===== src/sdtw_pkg.sv =====
// sdtw_pkg: shared types and constants of the spike delay timing wheel
// opcodes, status codes, config indexes, control states and command bundles
// no dependencies
`timescale 1ns / 1ps
`default_nettype none

package sdtw_pkg;

  typedef enum logic [1:0] {
    OP_SCHEDULE   = 2'd0,
    OP_READ_FIRST = 2'd1,
    OP_READ_NEXT  = 2'd2,
    OP_ADVANCE    = 2'd3
  } op_e;

  typedef enum logic [1:0] {
    ST_OK          = 2'd0,
    ST_POOL_FULL   = 2'd1,
    ST_DELAY_RANGE = 2'd2
  } status_e;

  typedef enum logic {
    CFG_MIN_DELAY = 1'b0,
    CFG_MAX_DELAY = 1'b1
  } cfg_idx_e;

  typedef enum logic [3:0] {
    S_IDLE,
    S_EXEC,
    S_SCH_WR,
    S_SCH_LINK,
    S_MOD,
    S_RF_SLOT,
    S_NODE_RD,
    S_ADV_WR,
    S_RESP
  } state_e;

  localparam int unsigned SLOTS     = 64;
  localparam int unsigned MIN_W     = 5;
  localparam int unsigned MAX_W     = 6;
  localparam int unsigned CFG_DW    = 6;
  localparam int unsigned GROUP_W   = 8;
  localparam int unsigned DELAY_W   = 6;
  localparam int unsigned OFFSET_W  = 7;
  localparam int unsigned CUR_W     = 6;
  localparam int unsigned LEN_W     = 7;
  localparam int unsigned MOD_W     = 13;
  localparam int unsigned MOD_STEPS = 13;
  localparam int unsigned MOD_CNT_W = 4;
  localparam int unsigned DIV_W     = MOD_W + LEN_W - 1;

  localparam logic [MIN_W-1:0] MIN_DELAY_RST = 5'd1;
  localparam logic [MAX_W-1:0] MAX_DELAY_RST = 6'd20;

  typedef struct packed {
    logic wr_full;
    logic wr_link;
    logic rd;
  } node_cmd_t;

  typedef struct packed {
    logic rd;
    logic wr;
    logic occ_wr;
    logic occ_val;
    logic clear;
  } slot_cmd_t;

endpackage

`default_nettype wire


===== src/sdtw_slot_mod.sv =====
// sdtw_slot_mod: iterative remainder unit, one restoring step per cycle
// reduces a non-negative slot sum into 0..len-1
// depends on sdtw_pkg
`timescale 1ns / 1ps
`default_nettype none

module sdtw_slot_mod (
  input  logic                         clk_i,
  input  logic                         rst_ni,
  input  logic                         start_i,
  input  logic [sdtw_pkg::MOD_W-1:0]   x_i,
  input  logic [sdtw_pkg::LEN_W-1:0]   len_i,
  output logic                         done_o,
  output logic [sdtw_pkg::CUR_W-1:0]   rem_o
);

  logic [sdtw_pkg::MOD_W-1:0]     rem_q, rem_d;
  logic [sdtw_pkg::DIV_W-1:0]     div_q, div_d;
  logic [sdtw_pkg::MOD_CNT_W-1:0] cnt_q, cnt_d;
  logic                           busy_q, busy_d;
  logic                           done_q, done_d;

  always_comb begin
    rem_d  = rem_q;
    div_d  = div_q;
    cnt_d  = cnt_q;
    busy_d = busy_q;
    done_d = 1'b0;
    if (start_i) begin
      rem_d  = x_i;
      div_d  = sdtw_pkg::DIV_W'(len_i) << (sdtw_pkg::MOD_STEPS - 1);
      cnt_d  = sdtw_pkg::MOD_CNT_W'(sdtw_pkg::MOD_STEPS - 1);
      busy_d = 1'b1;
    end else if (busy_q) begin
      if (sdtw_pkg::DIV_W'(rem_q) >= div_q) begin
        rem_d = rem_q - div_q[sdtw_pkg::MOD_W-1:0];
      end
      div_d = div_q >> 1;
      if (cnt_q == '0) begin
        busy_d = 1'b0;
        done_d = 1'b1;
      end else begin
        cnt_d = cnt_q - sdtw_pkg::MOD_CNT_W'(1);
      end
    end
  end

  always_ff @(posedge clk_i or negedge rst_ni) begin
    if (!rst_ni) begin
      cnt_q  <= '0;
      busy_q <= 1'b0;
      done_q <= 1'b0;
    end else begin
      cnt_q  <= cnt_d;
      busy_q <= busy_d;
      done_q <= done_d;
    end
  end

  always_ff @(posedge clk_i) begin
    rem_q <= rem_d;
    div_q <= div_d;
  end

  assign done_o = done_q;
  assign rem_o  = rem_q[sdtw_pkg::CUR_W-1:0];

endmodule

`default_nettype wire


===== config.mk =====
export PLATFORM = sky130hd
export DESIGN_NAME = sdtw_slot_mod
export DESIGN_NICKNAME = d
export VERILOG_FILES = /design/src/sdtw_pkg.sv /design/src/sdtw_slot_mod.sv
export SDC_FILE = /design/constraint.sdc
export NUM_CORES = 1
export LEC_CHECK = 0
export BUFFER_PORTS_ARGS = -buffer_cell sky130_fd_sc_hd__buf_2
export CAP_MARGIN = 20
export CORE_UTILIZATION = 60
export CTS_BUF_LIST = sky130_fd_sc_hd__clkbuf_4 sky130_fd_sc_hd__clkbuf_8 sky130_fd_sc_hd__clkbuf_16
export CTS_CLUSTER_SIZE = 20
export DETAILED_ROUTE_END_ITERATION = 10
export PLACE_DENSITY = 0.87
export SETUP_SLACK_MARGIN = 0.1
export SKIP_CTS_REPAIR_TIMING = 1
export SLEW_MARGIN = 10
export SYNTH_ARGS = -nofsm -noshare
export SYNTH_HDL_FRONTEND = slang
export SYNTH_SLANG_ARGS = --single-unit
export TNS_END_PERCENT = 30

===== constraint.sdc =====
create_clock -name clk_i -period 4.7 [get_ports clk_i]
set_input_delay 0.47 -clock clk_i [delete_from_list [all_inputs] [get_ports clk_i]]
set_output_delay 0.47 -clock clk_i [all_outputs]
set_load 0.02 [all_outputs]

; ---- After elaboration in Yosys (flattened, before gate mapping)
; Index checks and enable logic that the tools add are counted.
[classes]
addsub = 2
n_lt_le_gt_ge = 1
eq_ne = 1
n_mux = 14
reduce_logical = 5
[ops]
columns = operator, count
row1 = $mux 13, 3
row2 = $mux 19, 2
row3 = $ge 13x19->1, 1
row4 = $sub 13x13->13, 1
row5 = $mux 4, 3
row6 = $mux 1, 6
row7 = $logic_not 4->1, 1
row8 = $reduce_and 2->1, 2
row9 = $reduce_bool 2->1, 2
row10 = $sub 4x1->4 const B, 1
row11 = $ne 2x2->1 const B, 1
[word_totals]
ff_bits = 38
inputBits = 23
output_inout_bits = 7
word_cells = 29

; ---- Logic depth before layout (Yosys ltp)
; Gate-level depths: netlist of the first run.
[logic_depth]
ltp_word = 4
depth_mapped = 8
mapped_depth_nobuf = 8

; ---- Worst setup path after synthesis of the first run
; Ideal clock, no wire load.
[synth_path]
path_kind = flip-flop to flip-flop
startpoint = register busy_q
endpoint = register rem_q[0] in the netlist's numbering, enable pin
t_arrival_ns = 2.356
required_time_ns = 4.299
setup_slack_ns = 1.943
path_stages_with_launch = 6
n_path_buf = 1
path_cell_list = dfrtp_1 buf_4 or4b_2 nor4_1 nand3_1 o21ai_0
[synth_via]
elab_chain_len = 2
[synth_rtl]
columns = element, line_no
row1 = "start, declared", sdtw_slot_mod.sv:20  ; logic busy_q, busy_d;
row2 = "start signal, assigned", sdtw_slot_mod.sv:55  ; busy_q <= busy_d;
row3 = $reduce_bool 2->1 (no line), -
row4 = $reduce_and 2->1 (no line), -
row5 = "end signal, assigned", sdtw_slot_mod.sv:61  ; rem_q <= rem_d;
row6 = "end, declared", sdtw_slot_mod.sv:17  ; logic [sdtw_pkg::MOD_W-1:0] rem_q, rem_d;
; Every way passes these cells.
; A chain may end at the register's enable or synchronous reset.

; ---- Final worst setup path of the first run
[layout_path]
startpoint = register busy_q
endpoint = register rem_q[4] in the netlist's numbering, enable pin
; The elaborated chain is that of the path after synthesis.

==> results of run 1 <==
[cells in the mapped netlist (3+ instances only)]
cell type  count
xor2_1         5
edfxtp_1      20
buf_4          7
ha_1          14
o21a_1         3
a22o_1         7
and2_1         3
clkbuf_1       3
nand2b_1       4
and3_1         3
inv_1         16
dfrtp_1        6
nor2_1        26
nor2b_1        3
nor4_1         4
o21ai_0       12
a21oi_1       11
nor3_1         4
xnor2_1        3
nand2_1       23
dfxtp_1       12
nand4_1        3
buf_1          3
mux2i_1       13
[kinds of logic after synthesis]
group / share of synthesized area [%]
buffers and inverters: 6.21
xor gates and xnor gates: 3.13
AOI/OAI and AO/OA: 14.1
DFF: 44.3
and+or+nand+nor: 17.7
muxes: 5.82
adders and majority gates: 8.72
[registers in the layout, summed over array words and instances, names as in the netlist]
| name | flops |
|---|---|
| busy_q | 1 |
| cnt_q | 4 |
| div_q | 19 |
| done_o | 1 |
| rem_q | 13 |
[routing by layer]
metal / wire [µm] / part of all wire [%] / up-vias
li1: - / - / 879
met1: 2120 / 50 / 784
met2: 1950 / 46 / 25
met3: 113 / 2.7 / 8
met4: 78 / 1.8 / 0
met5: 0 / 0 / -
[layout make-up]
type / instances / area [µm²]
Tap cell: 46 / 57.6
Sequential cell: 38 / 991
Inverter: 17 / 63.8
Multi-Input combinational cell: 166 / 1110
Timing Repair Buffer: 31 / 163
Clock buffer: 6 / 76.3
Clock inverter: 2 / 10.0
Fill cell: 261 / 973
[through the flow]
step	hold WS [ns]	setup slack, ns	cells	utilization (%)
6_report	0.456	2.13	306	71.7
5_1_grt	0.465	1.96	306	71.7
4_1_cts	-0.0266	2.13	305	71.4
3_5_place_dp	0.297	2.14	297	68.9
3_3_place_gp	0.298	2.24	297	68.9
2_1_floorplan	0.174	1.94	234	-
[path summary, 6_finish.rpt]
path / cells past startpoint / slack [ns] / end
worst max-delay path: 5 / 2.13 / rem_q[4]$_DFFE_PP_
worst min-delay path: 3 / 0.46 / rem_q[4]$_DFFE_PP_
worst max register to register: 5 / 2.13 / rem_q[4]$_DFFE_PP_
worst min register to register: 2 / 0.52 / div_q[0]$_SDFFE_PP0P_
max in group asynchronous: 2 / 4.03 / done_o$_DFF_PN0_
min in group asynchronous: 2 / 0.51 / cnt_q[2]$_DFFE_PN0P_
[worst register-to-register path, cell delays in order (launching register included)]
cell and delay, ns:
dfrtp_1 0.83, or4b_2 0.65, nor4_1 0.32, nand3_1 0.13, o21ai_1 0.13, buf_4 0.23
[power breakdown]
part	total (mW)	switching, mW	internal, mW	leakage [nW]
combinational	0.222	0.124	0.0977	0.691
sequential	0.407	0.0200	0.387	0.371
clock	0.223	0.114	0.109	0.0484
total	0.852	0.258	0.594	1.11
==> run summary, run 1 <==
The met3 routing resource usage after global routing is 5.07%. The fraction of post-synthesis cell area in the top cell type by area is 26.8%. The critical path launch point type is a register. The initial antenna violation count came out at 0. The core area came out at 3440 µm². The number of search-and-repair iterations in the first detailed-routing pass came out at 5. The clock reaches the later pin of the worst-skew pair after 0.30 ns. The signal on the critical path passes through or4b_2 -> nor4_1 -> nand3_1 -> o21ai_1 -> buf_4. The worst register-to-register path begins at busy_q$_DFF_PN0_.

The number of port buffers is 29. TritonCTS built the clock tree. The synthesized netlist net count came out at 272.

The number of remaining DRC errors is 0. Using the TritonRoute via totals, the vias-per-cell ratio works out to 5.54. The largest total area in the synthesized netlist belongs to edfxtp_1. The number of rows created at floorplan is 21. The clock net in this run drives a total of 38 sinks.

The distinct cell type count of the synthesized netlist is 45. The met2 capacity usage during global routing is 37.4%. The top cell types in the final layout, fill and taps aside, are 29 x buf_2, 26 x nor2_1, 23 x nand2_1.

The detailed-route via count is 1696. The pin slew with the least headroom to its limit is 0.776 ns. The clock-pin slew reported for the worst setup and hold paths after clock tree synthesis is 0.08 ns. The average wire per standard cell is 13.9 µm. The overflow left after global routing came out at 0. Compared with the post-synthesis result, the final layout area differs by 10.3%. The fraction of layout cells with a size suffix above 1 is 16.9%. The met1 capacity usage during global routing is 30.1%. For this run, the top clock speed supported by timing is 389 MHz.

The routability congestion estimate from global placement came out at 0.875. The data arrival at the endpoint of the critical path is 2.57 ns. The antenna diode instance count came out at 0. In this run the deepest clock path goes through 2 buffers. The maximum clock skew at final layout is 0.0150 ns.

The delay of the slowest critical-path stage is 0.83 ns. The die height came out at 63.1 µm. Across the run, the number of max-cap violations was 0. The HPWL after detailed placement is 3.15 mm. A synthesized cell averages 9.56 µm². The die covers 3980 µm². The number of failing setup endpoints in the final timing report came out at 0. The main flop type after synthesis is edfxtp_1. For this block, the routed nets add up to 4.26 mm of wire. The top-level I/O count is 30. The cell class contributing the biggest share of worst-path delay is simple AND/OR/NAND/NOR gates.

The portion of the clock cycle consumed by the worst path in the final layout is 54.7%. The root cell of the clock tree is clkbuf_8. Sequential cells were found to cover 44.3% of the synthesized design area. Tracing the worst setup path back leads to its startpoint at busy_q$_DFF_PN0_. The number of antenna-violating nets in the routed design came out at 0. The tightest min-delay check is of the in2reg type.

In this run, the number of DRC markers left after iteration 0 of detailed routing was 88. The commonest non-fill, non-tap cell in the layout is buf_2. The synthesized flop and latch total is 38. The finished layout cell area came out at 2470 µm². The instance count of the mapped netlist came out at 234. The die outline width is 63.1 µm. The count of flip-flops with a built-in enable after synthesis is 20. The overall track demand over capacity in global routing is 23.4%. The CTS H-tree depth came out at 2. The number of global-route vias before repair came out at 1635. The net total in the final layout came out at 297. In this run the worst path has a maximum fanout of 19. The startpoint identified for the worst hold timing path is x_i[4]. The hold violation count in the final report is 0.

The buffering stage count on the worst path with inverters included is 1. In the post-synthesis netlist, the biggest area contributors are edfxtp_1 27%, dfxtp_1 11%, ha_1 7.8%, dfrtp_1 6.7%, mux2i_1 5.8%. The final total negative setup slack is 0 ns. VDD sags by at most 0.224 mV.

TritonCTS created 5 clock buffers. The maximum number of pins on one net before global-route repair came out at 50. The largest individual stage delay along the critical path comes from the cell dfrtp_1. The max-slew headroom at the worst pin is 48.3%. The worst path required time is 4.70 ns. In this run the cell area measured after placement is 2370 µm². For this configuration, the core starts out at a cell density of 65.0%. The power consumption came out at 0.852 mW.

The static leakage is 1.11 nW. The combined area of all synthesized cells came out at 2240 µm². The flow ran to the end, and the final reports show no timing, DRC or antenna violations. The worst setup path is captured at a register. The first global-routing pass estimated 7.09 mm of wire. The post-synthesis async set-or-reset flop share came out at 15.8%.

The post-route minimum period came out at 2.57 ns. Dividing total power by cell area gives a power density of 345 nW/µm². The most used routing layer is met2. The number of warnings reported in the yosys synthesis log is 0.

Setup repair after global routing left no endpoint under its margin. The final number of max-transition violations came out at 0. The kind of critical path is reg2reg.
Power figures use the tool's default switching activity.
==> inputs of run 2 (changes only) <==
ABC_AREA = 1   (was unset)
CORE_UTILIZATION = 58   (was 60)
PLACE_DENSITY = 0.84   (was 0.87)
clock period = 2.61 ns   (was 4.7 ns; I/O delays follow)
==> run 2 against run 1 <==
Against the previous run: clock power grew 120%; die area grew 8.5%; sequential share of layout area shrank 2.5 points; worst hold slack lost 0.23 ns; non-clock buffer count grew 2; sequential power grew 78%; register-to-register slack lost 1.5 ns; total power grew 97%; utilization shrank 2.0 points; clock-buffer cell count shrank 1; synthesized cell count grew 35%; critical endpoint is now rem_q[5]$_DFFE_PP_; highest routed layer unchanged.
==> run summary, run 2 <==
The first-pass GRT wire length came out at 8.57 mm. The synthesized netlist net count is 354. The critical path crosses 8 cells after its start point. The top-level I/O count came out at 30. Across the run, the number of max-cap violations was 0. The deepest clock path buffer count is 2. The maximum number of pins on one net before global-route repair came out at 27.

The hold violation count in the final report was 0. Clock latency on the worst-skew pair, taken at its later pin, is 0.29 ns. The post-route minimum period is 2.02 ns. Clock-pin slew was measured on the worst setup and hold paths at 0.08 ns. The detailed-route via count came out at 2050.

The via count normalized by instance count is 5.20. During synthesis, Yosys emitted a total of 0 warnings. Relative to the synthesized area, the layout overhead comes to 11.8%.

The final total negative setup slack came out at 0 ns. Summed over all layers, the global routing overflow is 0. The total placed instance area came out at 2510 µm². The final-layout worst hold slack is 0.222 ns. The detailed placer's ending HPWL is 3.87 mm. The pin slew with the least headroom to its limit is 0.683 ns. The synthesized area per cell came out at 7.44 µm².

The signal on the critical path passes through ha_1 -> nand3_1 -> nand2_1 -> nand2_1 -> nand3_2 -> nand3_2 -> a21oi_2 -> buf_4. The number of cells traversed by the worst register-to-register path is 8. The count of flip-flops with a built-in enable after synthesis is 20. The cell total after placement is 385. Excluding fillers, the count of instances in the completed layout stands at 394. Synthesis inferred 38 register bits. The commonest non-fill, non-tap cell in the layout is nand2_1. By count the netlist is led by 101 x nand2_1, 56 x inv_1, 20 x edfxtp_1. The number of global-route vias before repair is 1993.

Counting both buffers and inverters, the worst setup path holds a total of 1. The finished layout cell area came out at 2630 µm². TritonCTS built the clock tree. Setup repair after global routing left no endpoint under its margin. The root cell of the clock tree is clkbuf_8. STA classifies the critical path startpoint as a register. The portion of the clock cycle consumed by the worst path in the final layout is 77.5%. For this run, the detailed router's first-pass iteration total came to 4. The proportion of synthesized chip area in sequential cells came out at 42.1%. The number of flip-flops under the largest register name came out at 19. Yosys instantiated no cell more often than nand2_1. The final number of max-transition violations is 0. Synthesis instantiated 29 different standard cells from the library.

The register with the most flip-flops in the final layout is div_q. The number of fill cells came out at 328. In the synthesized netlist the async set-or-reset flop fraction comes to 15.8%.

The static leakage is 1.34 nW. Of all nets on the critical path, the largest fanout is 8. Setup violations remaining at the end of the flow were counted as 0.

Of all cell types, the one taking the most synthesized area is edfxtp_1. The average wire per standard cell is 13.0 µm. By startpoint and endpoint, the worst setup path is classified as reg2reg. The initial antenna violation count came to 0. After technology mapping, the gate count stands at 316. The maximum clock skew at final layout is 0.00612 ns. The library cell contributing the largest single delay on the critical path is ha_1. STA classifies the critical path endpoint as a register. Setup slack closes at 0.588 ns. Before CTS, the worst setup slack after placement is 0.611 ns. The H-tree generated during clock tree synthesis spans 2 levels.

In this run the worst hold path is classified as in2reg. CTS saw 38 sinks. The worst-case register-to-register setup slack came out at 0.59 ns. In this run the worst setup path begins at rem_q[2]$_DFFE_PP_. The number of remaining DRC errors came out at 0. The maximum clock frequency came out at 494 MHz. STA puts the critical path data required time at 2.61 ns. The largest registers in the layout are div_q x19, rem_q x13, cnt_q x4. The destination of the worst register-to-register timing path is rem_q[5]$_DFFE_PP_. In this run the tightest slew margin relative to its limit is 54.4%. The die is 65.7 µm wide. The number of buffers created by CTS is 5. The main flop type after synthesis is edfxtp_1.

For this design the ratio of total power to cell area is 639 nW/µm². The fraction of layout cells with a size suffix above 1 came out at 14.7%. The net total in the final layout came out at 383. The flow ran to the end, and the final reports show no timing, DRC or antenna violations.

The fraction of post-synthesis cell area in the top cell type by area is 25.5%. STA puts the critical path data arrival time at 2.02 ns. For this configuration, the core starts out at a cell density of 62.4%. In this design, the stage delay of the slowest critical-path cell is 0.42 ns.

The antenna diode instance count is 0. The floorplan has 22 rows. During placement, the flow inserted port buffers numbering 29. Following the worst setup path forward leads to its endpoint at rem_q[5]$_DFFE_PP_. In this run the critical register-to-register path is launched from rem_q[2]$_DFFE_PP_. The power consumption is 1.68 mW. The core utilization of the finished layout came out at 69.7%.

The die height came out at 65.7 µm. The largest vdd supply drop came out at 0.443 mV. The number of antenna-violating nets in the routed design came out at 0.

The total wire length after detailed routing is 5.12 mm. The core area came out at 3770 µm². The die covers 4310 µm². The synthesized netlist occupies a cell area of 2350 µm². The overall track demand over capacity in global routing came out at 26.6%. The cell family contributing the most delay on the critical path is simple AND/OR/NAND/NOR gates. By area the synthesized netlist is led by edfxtp_1 26%, nand2_1 16%, dfxtp_1 10%, inv_1 8.9%, ha_1 7.4%.

Routability-driven placement finished with a final weighted congestion of 0.946. In the layout the commonest cells are 101 x nand2_1, 56 x inv_1, 29 x buf_2. The first routing iteration left 113 violations.
[run 2: cell count changes after synthesis, moves of 9 or more]
cell / delta
nand3_1: +13
o22ai_1: +10
nor2_1: -9
mux2i_1: -13
nand2_1: +78
inv_1: +40
[run 2: power breakdown]
| part | internal, mW | switching (mW) |
|---|---|---|
| Combinational | 0.171 | 0.295 |
| Sequential | 0.698 | 0.0263 |
| Clock | 0.281 | 0.208 |
| Total | 1.15 | 0.530 |
[run 2: cells by family (layout without fill, tap and decap cells)]
| group | after synthesis | after routing | synth area share (%) |
|---|---|---|---|
| compound gates | 39 | 39 | 9.20 |
| flops | 38 | 38 | 42.1 |
| buf+inv | 70 | 100 | 12.3 |
| xor+xnor | 2 | 2 | 0.745 |
| simple gates | 152 | 152 | 27.3 |
| fa+ha+maj | 15 | 15 | 8.30 |
[run 2: worst min-delay path: stages]
cell and delay, ns:
buf_2 0.07, nand2_1 0.04, inv_1 0.04
[run 2: final cells by class]
cell class / instances / area (µm²) / area share [%]
clock buffer: 5 / 68.8 / 2.62
clock inverter: 3 / 40.0 / 1.52
inverter: 59 / 221 / 8.42
multi-input combinational: 208 / 1070 / 40.7
sequential: 38 / 991 / 37.7
tap: 48 / 60.1 / 2.28
timing repair buffer: 33 / 178 / 6.76
[run 2: routing by layer]
metal / wire (µm) / share of wire (%) / track usage, %
met2: 2430 / 47 / 44.1
met4: 58 / 1.1 / 9.24
met5: 0 / 0 / 0
met1: 2380 / 46 / 33.7
met3: 259 / 5.1 / 5.73
[run 2: worst min path at each step]
stage                         from                   end  slack [ns]  cells after the start
after CTS                   rst_ni  cnt_q[0]$_DFFE_PN0P_       -0.23                      1
after global routing      len_i[6]   div_q[18]$_DFFE_PP_        0.23                      3
after floorplan             rst_ni      busy_q$_DFF_PN0_       -0.03                      0
after global placement      rst_ni  cnt_q[0]$_DFFE_PN0P_        0.09                      1
after detailed placement    rst_ni  cnt_q[0]$_DFFE_PN0P_        0.09                      1
final                     len_i[6]   div_q[18]$_DFFE_PP_        0.22                      3
==> inputs of run 3 (changes only) <==
CORE_UTILIZATION = 52   (was 58)
PLACE_DENSITY = 0.8   (was 0.84)
clock period = 1.85 ns   (was 2.61 ns; I/O delays follow)
==> run 3 against run 2 <==
Against the previous run: the flow now finishes with violations (setup timing); die area is 11% higher; register-to-register slack got worse by 0.66 ns; worst hold slack got worse by 0.075 ns; clock skew is essentially flat; wire length increased by 3.9%; first-iteration DRC count up 35%; utilization shrank 0.29 points; cell area up 15%; total power grew 62%; sequential power is 42% higher; via count grew 5.4%; critical endpoint is now rem_q[10]$_DFFE_PP_; largest power group unchanged.
==> run summary, run 3 (synthesis results as in run 2) <==
The register share of total power is 37.9%. The data arrival at the endpoint of the critical path came out at 1.94 ns. The average wire per standard cell came out at 12.7 µm. In this run the remaining antenna-violating nets after routing total 0.

The number of remaining DRC errors is 0. Cells with a size suffix above 1 make up 27.9% of the layout. The finished layout holds 418 standard cells, fillers aside. For the pin with the worst max-slew slack, the measured transition is 0.694 ns.

The max-slew headroom at the worst pin came out at 53.7%. Setup repair after global routing could not meet its margin everywhere. The TritonCTS clock tree is built. The hold violation count in the final report is 0. The number of buffers created by CTS came out at 5. The die outline width came out at 69.3 µm. The worst hold path belongs to the class in2reg. From synthesis to final layout, the design area changed by 28.6%.

CTS placed an instance of clkbuf_8 at the clock tree root. The initial antenna violation count is 0. The number of sinks on the clock net came out at 38.

The combinational power share is 29.9%. The maximum clock frequency is 520 MHz. The cell total after placement is 407. The overall track demand over capacity in global routing came out at 22.8%. The initial standard-cell utilization of the core came out at 54.0%. Pin placement for this block handled 30 I/O pins. The register with the most flip-flops in the layout has 19 of them. The cell internal power dissipation came out at 1.92 mW. The area of the die is 4800 µm². The portion of the clock cycle consumed by the worst path in the final layout is 104%. Leaving out fill and tap cells, the most frequent cell in the layout is nand2_1.

The worst setup path is of the reg2reg kind. The number of max-cap violations is 0. Once placement finished, the instance area stood at 2770 µm².

In this run the power density over the cells is 902 nW/µm². The largest fanout of any net on the critical path came out at 6. The antenna diode instance count is 0.

The checks that failed: setup timing. The number of port buffers came out at 29. The filler cells instantiated in the layout total 347. The worst path required time came out at 1.86 ns. After the first detailed-routing iteration, the DRC count stood at 152. The die height is 69.3 µm. The first-pass GRT wire length came out at 8.78 mm.

The switching component of the power came out at 0.804 mW. For the final database, setup skew stands at 0.00595 ns. The number of global-route vias before repair is 2047. In the layout the commonest cells are 93 x nand2_1, 53 x inv_1, 29 x buf_2.

The worst setup path is launched from a register. The power consumption came out at 2.73 mW. The critical path endpoint category is a register.

The routability congestion estimate from global placement is 0.876. Dividing the detail-routed via count by the number of cells gives 5.17. The maximum number of pins on one net before global-route repair came out at 20. The largest registers in the layout are div_q x19, rem_q x13, cnt_q x4. The flow ran to the end, but the final reports show violations. The net total in the final layout is 403. The number of search-and-repair iterations in the first detailed-routing pass is 4. The CTS H-tree depth is 2. The detailed-route via count is 2160. The number of rows created at floorplan came out at 24. The clock group share of total power came out at 32.2%. The register with the most flip-flops in the final layout is div_q. The core utilization of the finished layout is 69.5%. The analysis attributes to cell leakage a power of 1.47 nW. The detailed placer's ending HPWL came out at 3.89 mm. The final number of max-transition violations came out at 0. Clock-pin slew was measured on the worst setup and hold paths at 0.08 ns.

The overflow left after global routing came out at 0. The post-route minimum period came out at 1.92 ns. The core area is 4350 µm². The fraction of power spent switching nets is 29.5%. The setup slack of the critical path after layout is -0.0736 ns. Setup violations remaining at the end of the flow were counted as 13. Across all hold checks on the routed design, the worst slack comes to 0.146 ns. Across the VDD grid, the largest voltage drop is 0.452 mV. Once layout is done, the placed cells without fillers occupy 3020 µm². The total wire length after detailed routing came out at 5.32 mm.

The deepest clock path buffer count is 2. For the worst-skew pair, the clock arrives at the later sink with an insertion delay of 0.30 ns.
[run 3: power groups by stage]
stage / registers [mW] / clock network [mW] / logic, mW
3_3_place_gp: 1.05 / 0 / 0.736
5_1_grt: 1.04 / 0.926 / 0.921
3_5_place_dp: 1.05 / 0 / 0.749
4_1_cts: 1.03 / 0.889 / 0.756
2_1_floorplan: 1.04 / 0 / 0.546
6_report: 1.03 / 0.877 / 0.816
[run 3: path summary, 6_finish.rpt]
path,startpoint,endpoint,slack [ns],depth (start not counted)
max in group asynchronous,rst_ni,busy_q$_DFF_PN0_,1.47,2
max,rem_q[8]$_DFFE_PP_,rem_q[10]$_DFFE_PP_,-0.07,8
min,len_i[6],div_q[18]$_DFFE_PP_,0.15,3
min in group asynchronous,rst_ni,cnt_q[1]$_DFFE_PN0P_,0.24,2
min reg2reg,cnt_q[3]$_DFFE_PN0P_,cnt_q[3]$_DFFE_PN0P_,0.49,1
max reg2reg,rem_q[8]$_DFFE_PP_,rem_q[10]$_DFFE_PP_,-0.07,8
[run 3: stage by stage]
step,setup TNS [ns],worst slack (ns)
2_1_floorplan,0,0.00188
3_5_place_dp,-0.536,-0.0498
6_report,-0.804,-0.0736
3_3_place_gp,-0.0696,-0.0117
4_1_cts,-0.785,-0.0686
5_1_grt,-2.96,-0.213
[run 3: cell type report]
cell class	instances	area (µm²)	area share (%)
timing repair buffer	53	339	11.2
clock inverter	2	60.1	1.99
inverter	59	224	7.41
tap	52	65.1	2.15
clock buffer	6	82.6	2.73
sequential	38	992	32.8
multi-input combinational	208	1260	41.7
[run 3: per-layer routing]
| layer | global-route usage (%) | share of wire, % | vias to the layer above |
|---|---|---|---|
| li1 | - | - | 1105 |
| met1 | 28.7 | 43 | 987 |
| met5 | 0 | 0 | - |
| met2 | 39.7 | 50 | 62 |
| met4 | 6.35 | 0.79 | 0 |
| met3 | 4.51 | 5.5 | 6 |
[run 3: critical path, cell delays in order (launching register included)]
cell      delay (ns)
edfxtp_1        0.42
ha_4            0.31
nand4_1         0.20
nor2_4          0.17
nand3_2         0.07
nand2_2         0.06
nor2_2          0.04
a21oi_4         0.20
buf_6           0.16
